[src/hw/rtl/shcfr_pkg.sv]
// ----------------------------------------------------------------------------
// shcfr_pkg
// Shared types and constants of the sync/header/CRC-32 frame receiver.
// ----------------------------------------------------------------------------
package shcfr_pkg;

  localparam int unsigned HdrLen = 6;
  localparam int unsigned CrcLen = 4;

  localparam logic [31:0] CrcPoly = 32'hEDB8_8320;
  localparam logic [31:0] CrcInit = 32'hFFFF_FFFF;

  // configuration register indexes
  localparam logic [1:0] RegSyncFirst  = 2'd0;
  localparam logic [1:0] RegSyncSecond = 2'd1;
  localparam logic [1:0] RegVersion    = 2'd2;
  localparam logic [1:0] RegMaxPayload = 2'd3;

  localparam logic [7:0]  SyncFirstRst  = 8'h55;
  localparam logic [7:0]  SyncSecondRst = 8'hAA;
  localparam logic [7:0]  VersionRst    = 8'h01;
  localparam logic [15:0] MaxPayloadRst = 16'd1028;

  // result kinds
  localparam logic ResPayload = 1'b0;
  localparam logic ResVerdict = 1'b1;

  // verdict status codes
  localparam logic [1:0] StOk         = 2'd0;
  localparam logic [1:0] StBadVersion = 2'd1;
  localparam logic [1:0] StBadLength  = 2'd2;
  localparam logic [1:0] StBadCrc     = 2'd3;

  typedef struct packed {
    logic [7:0]  sync_first;
    logic [7:0]  sync_second;
    logic [7:0]  expected_version;
    logic [15:0] max_payload;
  } cfg_t;

  typedef struct packed {
    logic        result_type;
    logic [7:0]  data_byte;
    logic [1:0]  status;
    logic [7:0]  command;
    logic [15:0] sequence_res;
    logic [15:0] frame_length;
    logic [31:0] computed_crc;
  } res_t;

endpackage

[src/hw/rtl/shcfr_rx_if.sv]
// ----------------------------------------------------------------------------
// shcfr_rx_if
// Received-byte channel: valid/ready handshake with one byte per word.
// ----------------------------------------------------------------------------
interface shcfr_rx_if;
  logic       valid;
  logic       ready;
  logic [7:0] rx_byte;

  modport source (output valid, output rx_byte, input ready);
  modport sink   (input valid, input rx_byte, output ready);
endinterface

[src/hw/rtl/shcfr_res_if.sv]
// ----------------------------------------------------------------------------
// shcfr_res_if
// Result channel: payload bytes and end-of-frame verdicts.
// ----------------------------------------------------------------------------
interface shcfr_res_if;
  logic        valid;
  logic        ready;
  logic        result_type;
  logic [7:0]  data_byte;
  logic [1:0]  status;
  logic [7:0]  command;
  logic [15:0] sequence_res;
  logic [15:0] frame_length;
  logic [31:0] computed_crc;

  modport source (output valid, output result_type, output data_byte, output status,
                  output command, output sequence_res, output frame_length,
                  output computed_crc, input ready);
  modport sink   (input valid, input result_type, input data_byte, input status,
                  input command, input sequence_res, input frame_length,
                  input computed_crc, output ready);
endinterface

[src/hw/rtl/shcfr_crc8.sv]
// ----------------------------------------------------------------------------
// shcfr_crc8
// Byte-wide update of a reflected CRC-32 register (unrolled over 8 bits).
// ----------------------------------------------------------------------------
module shcfr_crc8
  import shcfr_pkg::*;
(
  input  logic [31:0] crc_i,
  input  logic [7:0]  byte_i,
  output logic [31:0] crc_o
);

  logic [31:0] c;

  always_comb begin
    c = crc_i ^ {24'h0, byte_i};
    for (int i = 0; i < 8; i++) begin
      c = (c >> 1) ^ (CrcPoly & {32{c[0]}});
    end
    crc_o = c;
  end

endmodule

[src/hw/rtl/shcfr_parser.sv]
// ----------------------------------------------------------------------------
// shcfr_parser
// Frame parse state: sync hunt, header capture, payload pass-through, CRC check.
// ----------------------------------------------------------------------------
module shcfr_parser
  import shcfr_pkg::*;
(
  input  logic       clk_i,
  input  logic       rst_ni,
  input  logic       fire_i,
  input  logic [7:0] byte_i,
  input  cfg_t       cfg_i,
  output logic       res_valid_o,
  output res_t       res_o
);

  typedef enum logic [2:0] {
    PH_SYNC1,
    PH_SYNC2,
    PH_HEADER,
    PH_PAYLOAD,
    PH_CRC
  } phase_e;

  phase_e      phase_q, phase_d;
  logic [15:0] cnt_q, cnt_d;
  logic [31:0] crc_q, crc_d;
  logic [31:0] rxcrc_q, rxcrc_d;
  logic [7:0]  hdr_q [HdrLen];
  logic [7:0]  hdr_d [HdrLen];

  logic [31:0] crc_next;
  logic [15:0] cnt_inc;
  logic [15:0] len_hdr;
  logic [15:0] len_q;
  logic [31:0] rx_next;

  shcfr_crc8 u_crc8 (
    .crc_i  (crc_q),
    .byte_i (byte_i),
    .crc_o  (crc_next)
  );

  assign cnt_inc = cnt_q + 16'd1;
  assign len_hdr = {byte_i, hdr_q[4]};
  assign len_q   = {hdr_q[5], hdr_q[4]};
  assign rx_next = {byte_i, rxcrc_q[31:8]};

  always_comb begin
    phase_d     = phase_q;
    cnt_d       = cnt_q;
    crc_d       = crc_q;
    rxcrc_d     = rxcrc_q;
    hdr_d       = hdr_q;
    res_valid_o = 1'b0;
    res_o       = '0;

    unique case (phase_q)
      PH_SYNC1: begin
        if (byte_i == cfg_i.sync_first) phase_d = PH_SYNC2;
      end
      PH_SYNC2: begin
        if (byte_i == cfg_i.sync_second) begin
          phase_d = PH_HEADER;
          cnt_d   = '0;
          crc_d   = CrcInit;
          rxcrc_d = '0;
        end else if (byte_i != cfg_i.sync_first) begin
          phase_d = PH_SYNC1;
        end
      end
      PH_HEADER: begin
        if (cnt_q < 16'(HdrLen)) hdr_d[cnt_q[2:0]] = byte_i;
        crc_d = crc_next;
        cnt_d = cnt_inc;
        if (cnt_inc >= 16'(HdrLen)) begin
          cnt_d = '0;
          if (len_hdr > cfg_i.max_payload) begin
            // length out of range: report now and restart the hunt
            res_valid_o        = 1'b1;
            res_o.result_type  = ResVerdict;
            res_o.status       = StBadLength;
            res_o.command      = hdr_d[1];
            res_o.sequence_res = {hdr_d[3], hdr_d[2]};
            res_o.frame_length = len_hdr;
            res_o.computed_crc = ~crc_next;
            phase_d            = PH_SYNC1;
            crc_d              = CrcInit;
            rxcrc_d            = '0;
          end else begin
            phase_d = (len_hdr == 16'd0) ? PH_CRC : PH_PAYLOAD;
          end
        end
      end
      PH_PAYLOAD: begin
        crc_d = crc_next;
        cnt_d = cnt_inc;
        if (cnt_inc >= len_q) begin
          cnt_d   = '0;
          phase_d = PH_CRC;
        end
        res_valid_o       = 1'b1;
        res_o.result_type = ResPayload;
        res_o.data_byte   = byte_i;
      end
      PH_CRC: begin
        rxcrc_d = rx_next;
        cnt_d   = cnt_inc;
        if (cnt_inc >= 16'(CrcLen)) begin
          res_valid_o        = 1'b1;
          res_o.result_type  = ResVerdict;
          res_o.command      = hdr_q[1];
          res_o.sequence_res = {hdr_q[3], hdr_q[2]};
          res_o.frame_length = len_q;
          res_o.computed_crc = ~crc_q;
          if (~crc_q != rx_next) begin
            res_o.status = StBadCrc;
          end else if (hdr_q[0] != cfg_i.expected_version) begin
            res_o.status = StBadVersion;
          end else begin
            res_o.status = StOk;
          end
          phase_d = PH_SYNC1;
          cnt_d   = '0;
          crc_d   = CrcInit;
          rxcrc_d = '0;
        end
      end
      default: begin
        phase_d = PH_SYNC1;
        cnt_d   = '0;
        crc_d   = CrcInit;
        rxcrc_d = '0;
      end
    endcase
  end

  always_ff @(posedge clk_i or negedge rst_ni) begin
    if (!rst_ni) begin
      phase_q <= PH_SYNC1;
      cnt_q   <= '0;
      crc_q   <= CrcInit;
      rxcrc_q <= '0;
    end else if (fire_i) begin
      phase_q <= phase_d;
      cnt_q   <= cnt_d;
      crc_q   <= crc_d;
      rxcrc_q <= rxcrc_d;
    end
  end

  // header bytes carry no reset; each is written before it is read
  always_ff @(posedge clk_i) begin
    if (fire_i) hdr_q <= hdr_d;
  end

endmodule

[src/hw/rtl/sync_header_crc32_frame_receiver_top.sv]
// ----------------------------------------------------------------------------
// sync_header_crc32_frame_receiver_top
// Byte-serial frame receiver with sync hunt, header capture and CRC-32 check.
// ----------------------------------------------------------------------------
// Takes one received byte per word and sustains one byte per clock while the
// sink accepts result words. Each byte passes an input register, combinational
// parse and byte-wide CRC-32 logic, and a result register; a result word held
// by the sink holds the input register and stalls the byte stream for as long.
// Bytes during sync hunt, header and CRC trailer give no word; payload bytes
// come out as they arrive and each frame ends in one verdict word (ok, bad
// version, bad length after the header, or bad CRC). Configuration writes are
// applied at once and should only be made while no frame is in progress.
module sync_header_crc32_frame_receiver_top
  import shcfr_pkg::*;
(
  input  logic           clk_i,
  input  logic           rst_ni,
  input  logic           cfg_we_i,
  input  logic [1:0]     cfg_idx_i,
  input  logic [15:0]    cfg_wdata_i,
  shcfr_rx_if.sink       rx_i,
  shcfr_res_if.source    res_o
);

  cfg_t       cfg_q;
  logic       in_valid_q;
  logic [7:0] in_byte_q;
  logic       out_valid_q;
  res_t       out_q;
  logic       advance;
  logic       fire;
  logic       res_valid;
  res_t       res;

  always_ff @(posedge clk_i or negedge rst_ni) begin
    if (!rst_ni) begin
      cfg_q.sync_first       <= SyncFirstRst;
      cfg_q.sync_second      <= SyncSecondRst;
      cfg_q.expected_version <= VersionRst;
      cfg_q.max_payload      <= MaxPayloadRst;
    end else if (cfg_we_i) begin
      unique case (cfg_idx_i)
        RegSyncFirst:  cfg_q.sync_first       <= cfg_wdata_i[7:0];
        RegSyncSecond: cfg_q.sync_second      <= cfg_wdata_i[7:0];
        RegVersion:    cfg_q.expected_version <= cfg_wdata_i[7:0];
        RegMaxPayload: cfg_q.max_payload      <= cfg_wdata_i;
        default:       cfg_q.max_payload      <= cfg_wdata_i;
      endcase
    end
  end

  // the input stage moves on whenever the result slot is free or being drained
  assign advance    = !out_valid_q || res_o.ready;
  assign fire       = in_valid_q && advance;
  assign rx_i.ready = !in_valid_q || advance;

  always_ff @(posedge clk_i or negedge rst_ni) begin
    if (!rst_ni) begin
      in_valid_q <= 1'b0;
    end else if (rx_i.ready) begin
      in_valid_q <= rx_i.valid;
    end
  end

  always_ff @(posedge clk_i) begin
    if (rx_i.ready && rx_i.valid) in_byte_q <= rx_i.rx_byte;
  end

  shcfr_parser u_parser (
    .clk_i       (clk_i),
    .rst_ni      (rst_ni),
    .fire_i      (fire),
    .byte_i      (in_byte_q),
    .cfg_i       (cfg_q),
    .res_valid_o (res_valid),
    .res_o       (res)
  );

  always_ff @(posedge clk_i or negedge rst_ni) begin
    if (!rst_ni) begin
      out_valid_q <= 1'b0;
    end else if (advance) begin
      out_valid_q <= fire && res_valid;
    end
  end

  always_ff @(posedge clk_i) begin
    if (fire && res_valid) out_q <= res;
  end

  assign res_o.valid        = out_valid_q;
  assign res_o.result_type  = out_q.result_type;
  assign res_o.data_byte    = out_q.data_byte;
  assign res_o.status       = out_q.status;
  assign res_o.command      = out_q.command;
  assign res_o.sequence_res = out_q.sequence_res;
  assign res_o.frame_length = out_q.frame_length;
  assign res_o.computed_crc = out_q.computed_crc;

endmodule
[src/flat_wrapper.sv]
// flat-port wrapper written by rule: the top's interface ports become plain ports
module sync_header_crc32_frame_receiver_top_flat import shcfr_pkg::*;
  (clk_i, rst_ni, cfg_we_i, cfg_idx_i, cfg_wdata_i, rx_i_valid, rx_i_rx_byte, rx_i_ready, res_o_valid, res_o_result_type, res_o_data_byte, res_o_status, res_o_command, res_o_sequence_res, res_o_frame_length, res_o_computed_crc, res_o_ready);
  shcfr_rx_if rx_i_i ();
  shcfr_res_if res_o_i ();
  input  logic clk_i;
  input  logic rst_ni;
  input  logic cfg_we_i;
  input  logic [1:0] cfg_idx_i;
  input  logic [15:0] cfg_wdata_i;
  input wire logic [$bits(rx_i_i.valid)-1:0] rx_i_valid;
  input wire logic [$bits(rx_i_i.rx_byte)-1:0] rx_i_rx_byte;
  output wire logic [$bits(rx_i_i.ready)-1:0] rx_i_ready;
  output wire logic [$bits(res_o_i.valid)-1:0] res_o_valid;
  output wire logic [$bits(res_o_i.result_type)-1:0] res_o_result_type;
  output wire logic [$bits(res_o_i.data_byte)-1:0] res_o_data_byte;
  output wire logic [$bits(res_o_i.status)-1:0] res_o_status;
  output wire logic [$bits(res_o_i.command)-1:0] res_o_command;
  output wire logic [$bits(res_o_i.sequence_res)-1:0] res_o_sequence_res;
  output wire logic [$bits(res_o_i.frame_length)-1:0] res_o_frame_length;
  output wire logic [$bits(res_o_i.computed_crc)-1:0] res_o_computed_crc;
  input wire logic [$bits(res_o_i.ready)-1:0] res_o_ready;
  assign rx_i_i.valid = rx_i_valid;
  assign rx_i_i.rx_byte = rx_i_rx_byte;
  assign rx_i_ready = rx_i_i.ready;
  assign res_o_valid = res_o_i.valid;
  assign res_o_result_type = res_o_i.result_type;
  assign res_o_data_byte = res_o_i.data_byte;
  assign res_o_status = res_o_i.status;
  assign res_o_command = res_o_i.command;
  assign res_o_sequence_res = res_o_i.sequence_res;
  assign res_o_frame_length = res_o_i.frame_length;
  assign res_o_computed_crc = res_o_i.computed_crc;
  assign res_o_i.ready = res_o_ready;
  sync_header_crc32_frame_receiver_top u_core (.clk_i(clk_i), .rst_ni(rst_ni), .cfg_we_i(cfg_we_i), .cfg_idx_i(cfg_idx_i), .cfg_wdata_i(cfg_wdata_i), .rx_i(rx_i_i), .res_o(res_o_i));
endmodule
[config.mk]
export PLATFORM = sky130hd
export DESIGN_NAME = sync_header_crc32_frame_receiver_top_flat
export DESIGN_NICKNAME = d
export VERILOG_FILES = /design/src/hw/rtl/shcfr_pkg.sv /design/src/hw/rtl/shcfr_rx_if.sv /design/src/hw/rtl/shcfr_res_if.sv /design/src/hw/rtl/shcfr_crc8.sv /design/src/hw/rtl/shcfr_parser.sv /design/src/hw/rtl/sync_header_crc32_frame_receiver_top.sv /design/src/flat_wrapper.sv
export SDC_FILE = /design/constraint.sdc
export NUM_CORES = 1
export LEC_CHECK = 0
export BUFFER_PORTS_ARGS = -buffer_cell sky130_fd_sc_hd__buf_2
export CAP_MARGIN = 30
export CORE_MARGIN = 3
export CORE_UTILIZATION = 60
export DETAILED_ROUTE_END_ITERATION = 8
export MAX_ROUTING_LAYER = met4
export PLACE_DENSITY = 0.88
export SLEW_MARGIN = 20
export SYNTH_ARGS = -nofsm -noshare
export SYNTH_HDL_FRONTEND = slang
export SYNTH_SLANG_ARGS = --single-unit
export TNS_END_PERCENT = 1
[constraint.sdc]
create_clock -name clk_i -period 10.45 [get_ports clk_i]
set_clock_uncertainty 0.05 [all_clocks]
set_input_delay 0.5225 -clock clk_i [delete_from_list [all_inputs] [get_ports clk_i]]
set_output_delay 0.5225 -clock clk_i [all_outputs]
set_load 0.05 [all_outputs]
# Yosys cells after proc, flatten, opt, wreduce, memory -nomap -nowiden
# Cells that the tools add are included.
# word_totals
ff_bits	264
inputBits	31
# op_classes
add_sub_neg	1
n_lt_le_gt_ge	7
n_eq_ne	19
mux	39
bitwise_logic	14
n_reduce_logical	22
# ops
cell	n
32-bit two-way mux	8
31-bit by 32-bit XOR with 32-bit output	8
74-bit two-way mux	3
32-bit one-hot mux with 5 select lines	1
74-bit one-hot mux with 2 select lines	1
32-bit one-hot mux with 4 select lines	1
16-bit one-hot mux with 5 select lines	1
16-bit two-way mux	4
32-bit NOT	2
48-bit bitwise mux	1
40-bit two-way mux	1
16-bit by 3-bit greater-or-equal comparator with 1-bit output, second input constant	2
32-bit != test	1
32-bit by 8-bit XOR with 32-bit output	1
8-bit demux with 3-bit select	1
3-bit two-way mux	8
16-bit by 1-bit adder with 16-bit output, second input constant	1
8-bit equality test	2
16-bit greater-or-equal comparator	1
16-bit greater-than comparator	1
16-bit zero test	1
16-bit by 3-bit less-than comparator with 1-bit output, second input constant	1
8-bit != test	2
3-bit one-hot mux with 5 select lines	1
27 further kinds	48

# Depth between registers and ports, before layout
# logic_depth
depth_word	13
mapped_depth	14
ltp_nobuf	13

# Modules after synthesis
# A second synthesis with hierarchy kept.
# unflattened
cells_unflattened	980
area_unflattened_um2	12786.0
# modules_own_cells
module	n_inst	cells_each	area_each_um2
shcfr_parser	1	723	7617.3
sync_header_crc32_frame_receiver_top	1	186	4356.7
shcfr_crc8	1	71	812.0

# Worst setup path after synthesis
# No wires, ideal clock.
# synth_timing
path_type	register -> register
start	register u_core.u_parser.cnt_q[0]
end	register u_core.out_q, in the netlist u_core.res_o.command[0], enable pin
setup_ps	574
arrival_time_ps	6674
slack_ps	3152
path_stages_with_launch	10
n_path_buf	1
synth_period_minus_slack_ps	7298
path_cell_list	dfrtp_1 ha_1 nand3_1 nor4_1 xor2_1 or4_4 a211oi_4 or2_2 buf_2 a31oi_1
# synth_via
elab_chain_len	5
elab_cells_between_ends	7
cone_classes	add/sub: 1; order compare: 2; mux: 3; reduce/logical: 1
# synth_lines
element	line	source
from (decl)	shcfr_parser.sv:26	logic [15:0] cnt_q, cnt_d;
from (signal assigned)	shcfr_parser.sv:146	cnt_q <= cnt_d;
16-bit by 1-bit adder with 16-bit output (*)	shcfr_parser.sv:44	assign cnt_inc = cnt_q + 16'd1;
16-bit by 3-bit greater-or-equal comparator with 1-bit output (on tied branches)	shcfr_parser.sv:109, shcfr_parser.sv:76	
1-bit two-way mux (on tied branches)	shcfr_parser.sv:109, shcfr_parser.sv:76	
1-bit one-hot mux with 3 select lines (*)	shcfr_parser.sv:58	unique case (phase_q)
1-bit logical AND (*)	sync_header_crc32_frame_receiver_top.sv:88	if (fire && res_valid) out_q <= res;
to (signal assigned)	sync_header_crc32_frame_receiver_top.sv:88	
to (decl)	sync_header_crc32_frame_receiver_top.sv:29	res_t out_q;
# Mark *: on every way between the ends. The rest lies on a longest branch, timed or not.
# A chain may end at the register's enable or synchronous reset.

# Worst setup path after layout
# layout_timing
start	register u_core.in_byte_q[3]
end	register u_core.out_q, in the netlist u_core.res_o.frame_length[0], enable pin
# layout_via
elab_chain_len	5
# layout_lines
element	line	source
from (decl)	sync_header_crc32_frame_receiver_top.sv:27	logic [7:0] in_byte_q;
from (signal assigned)	sync_header_crc32_frame_receiver_top.sv:66	if (rx_i.ready && rx_i.valid) in_byte_q <= rx_i.rx_byte;
16-bit greater-than comparator	shcfr_parser.sv:78	if (len_hdr > cfg_i.max_payload) begin
1-bit two-way mux	shcfr_parser.sv:78	
1-bit two-way mux	shcfr_parser.sv:76	if (cnt_inc >= 16'(HdrLen)) begin
1-bit one-hot mux with 3 select lines	shcfr_parser.sv:58	
1-bit logical AND	sync_header_crc32_frame_receiver_top.sv:88	
# Every way passes these cells.

==> summary.txt <==
CTS
  – Worst-Skew Late Latency: 0.54 ns
  – Clk slew on worst S/H paths: 0.06 ns
  – CTS sink cnt: 256
  – Num CTS Buffers: 27
  – CTS Buffer Depth: 3
  – CTS tree: done
  – Htree depth: 1
  – # resized after CTS: 0
  – Post-CTS setup buffers: 0
  – Clk root buf: clkbuf_16

Floorplan
  – Die height: 152 um
  – Die ar.: 0.0230 mm^2
  – Site row count: 52
  – Io pins: 116
  – Width of the die: 152 um
  – Core area: 0.0206 mm^2
  – Initial core utilization: 0.618

Routing
  – First-pass detailed-route iteration total: 6
  – Antenna Nets Post-Route: 0
  – DRC viols: 0
  – Final wirelength: 29,800 um
  – WL per Instance: 21.1 um
  – Via count: 8,748
  – Vias/cell: 6.20
  – Initial DRC Count: 912

Worst setup path
  – CP Depth: 9
  – R2r worst-path depth: 9
  – Worst EP arrival: 5.33 ns
  – Setup CP Type: reg -> reg
  – Max stage delay cell, worst path: edfxtp_1
  – Critical Path, Cell by Cell: ha_1 > a2111oi_0 > o21ai_0 > o2111ai_1 > a21oi_1 > o21ai_0 > or2_2 > a31oi_4 > buf_4
  – WP buf/inv: 1
  – Worst path required time: 10.57 ns
  – Critical path capture point type: flip-flop
  – Slowest stage delay, CP: 0.89 ns
  – CP top delay family: compound AO/OA/AOI/OAI gates
  – Worst Path Max Fanout: 65
  – CP Launch Type: flip-flop
  – Cell mode on critical path: o21ai_0

STA
  – Fin crit period: 5.21 ns
  – Unrepaired setup endpoints after global routing: false
  – Slew Limit Fails: 0
  – Final-report hold violation count: 0
  – Setup_tns: 0 ns
  – Max_slew headroom: 0.342
  – Final setup viols: 0
  – Period utilisation layout: 0.499
  – Max frequency: 0.192 GHz
  – Worst slew pin tran: 0.976 ns

Global routing
  – Global-route wire length before repair: 47,000 um
  – Grt total ovfl: 0
  – Largest net degree at the start of global routing: 66
  – Total track usage: 0.271
  – Number of global-route vias before repair: 8,605
  – Initial antenna violation count: 0

Min path
  – Hold Path Cell Cnt: 1
  – Worst Hold Class: in -> reg

Synthesis
  – Post-Synthesis Cells: 1,015
  – Asr flop ratio synth: 0.457
  – Mapped cell area: 0.0127 mm^2
  – EDFF count, synth: 139
  – Area share of the largest cell type after synthesis: 0.328
  – Top_reg_cell synth: edfxtp_1
  – Synth unique cells: 63
  – Warnings from Yosys: 0
  – Synth cell count leaders: edfxtp_1 (139), xnor2_1 (106), dfrtp_1 (74)
  – Post-Syn Nets: 1,080
  – Most area-consuming cells after synthesis: edfxtp_1 (33%), dfrtp_1 (15%), dfstp_2 (8.9%)
  – Post-synthesis sequential area ratio: 0.563
  – Flops & latches, synth: 256
  – Count leader, synth: edfxtp_1
  – Synthesized area per cell: 12.5 um^2
  – Leading area contributor after synthesis: edfxtp_1

Run status
  – Outcome: complete, no violations

Final layout
  – Area Overhead vs Synth: 14.1%
  – Share of cells above drive strength 1: 0.269
  – Ant diodes: 0
  – Post-Layout Cell Count: 1,412
  – Nets: 1,187
  – Finished Cell Area: 0.0145 mm^2

Placement
  – Placed standard-cell area: 0.0136 mm^2
  – Final HPWL DP: 20,000 um
  – GPL Wtd Cong: 0.944
  – Dpl cells: 1,360
  – I/O Buffers: 115

Job
  – Max-Cap Viols: 0

Power
  – Int Pwr: 2170 uW
  – Sequential share of power: 0.427
  – Sw frac: 0.316
  – Net Sw Power: 1000 uW
  – Pleak: 0.00558 uW
  – Max VDD drop: 0.137 mV
  – Gate power share: 0.271
  – PwrDens: 219 mW/mm^2
  – Clock power frac: 0.302
## power by group through the flow
stage | sequential [uW] | combinational [uW] | clock (uW)
2_1_floorplan | 1320 | 690 | 0
3_3_place_gp | 1360 | 810 | 0
3_5_place_dp | 1370 | 844 | 0
4_1_cts | 1350 | 853 | 968
5_1_grt | 1370 | 933 | 1010
6_report | 1360 | 859 | 960
## cell type report
cell class | instances | area, um^2
timing repair buffer | 139 | 781
tap | 270 | 338
clock buffer | 32 | 694
clock inverter | 17 | 183
sequential | 256 | 7160
inverter | 68 | 255
multi-input combinational | 630 | 5100
fill | 1369 | 6050
## state kept, by name (all words and copies together), names as in the netlist, 16 cells and up
register	flops
u_core.res_o.sequence_res	16
u_core.cfg_q	40
u_core.u_parser.hdr_q	48
u_core.u_parser.crc_q	32
u_core.u_parser.rxcrc_q	24
u_core.res_o.computed_crc	32
u_core.u_parser.cnt_q	16
u_core.res_o.frame_length	16
## per-layer routing
metal  wire, um  GRT usage  part of all wire
met3       2800     0.0452             0.094
met5          0          -                 0
met1      11700      0.365              0.39
met2      14600      0.429              0.49
met4        677     0.0827             0.023
## path summary, 6_finish.rpt
kind / from / end / slack, ns
min reg2reg: u_core.cfg_q[13] / u_core.cfg_q[13] / 0.46
max: u_core.in_byte_q[3] / u_core.res_o.frame_length[0] / 5.24
max in group asynchronous: rst_ni / u_core.u_parser.crc_q[0] / 8.67
min in group asynchronous: rst_ni / u_core.u_parser.cnt_q[10] / 0.48
min: rx_i_rx_byte[4] / u_core.in_byte_q[4] / 0.11
max reg2reg: u_core.in_byte_q[3] / u_core.res_o.frame_length[0] / 5.24
## cells in the final DEF (no fill, tap or decap), drive strengths merged, types with 6 or more instances in the layout
cell    instances
a21oi          25
a22o            9
a32o           24
and3           10
buf           137
clkbuf         33
clkinv         12
dfrtp          74
dfstp          43
edfxtp        139
ha             34
inv            68
mux2           65
mux2i          27
nand2          58
nand2b          7
nand3          10
nand4          16
nor2           21
nor3           10
nor4           28
o211ai          6
o21ai          26
o22a           33
o22ai          34
xnor2         106
xor2           33
## stage by stage
| stage | setup WS, ns | util | hold WS (ns) | power (uW) |
|---|---|---|---|---|
| 3_3_place_gp | 5.63 | 0.658 | 0.440 | 2170 |
| 6_report | 5.24 | 0.706 | 0.113 | 3180 |
| 5_1_grt | 5.00 | 0.706 | 0.112 | 3310 |
| 3_5_place_dp | 5.41 | 0.662 | 0.446 | 2220 |
| 4_1_cts | 5.35 | 0.705 | 0.104 | 3180 |
| 2_1_floorplan | 3.15 | - | 0.177 | 2000 |
## worst register-to-register path, stage by stage (launching register included)
cell and delay [ns]:
edfxtp_1 0.89, ha_1 0.40, a2111oi_0 0.41, o21ai_0 0.15
o2111ai_1 0.13, a21oi_1 0.13, o21ai_0 0.79, or2_2 0.88
a31oi_4 0.46, buf_4 0.48
## cells by family (layout without fill, tap and decap cells)
kind of cell | Yosys count | count (layout) | synth area share
AOI/OAI and AO/OA | 184 | 184 | 0.108
buffers and inverters | 129 | 256 | 0.0426
muxes | 92 | 92 | 0.0788
DFF | 256 | 256 | 0.563
adders and majority gates | 34 | 34 | 0.0335
and+or+nand+nor | 181 | 181 | 0.0783
xor gates and xnor gates | 139 | 139 | 0.0957
## what timing repair did
action                                  4_1_cts  5_1_grt
endpoints found under the setup margin        0        0
hold endpoints to repair                     29        0
hold buffers                                  1        0
Power figures use the tool's default switching activity.
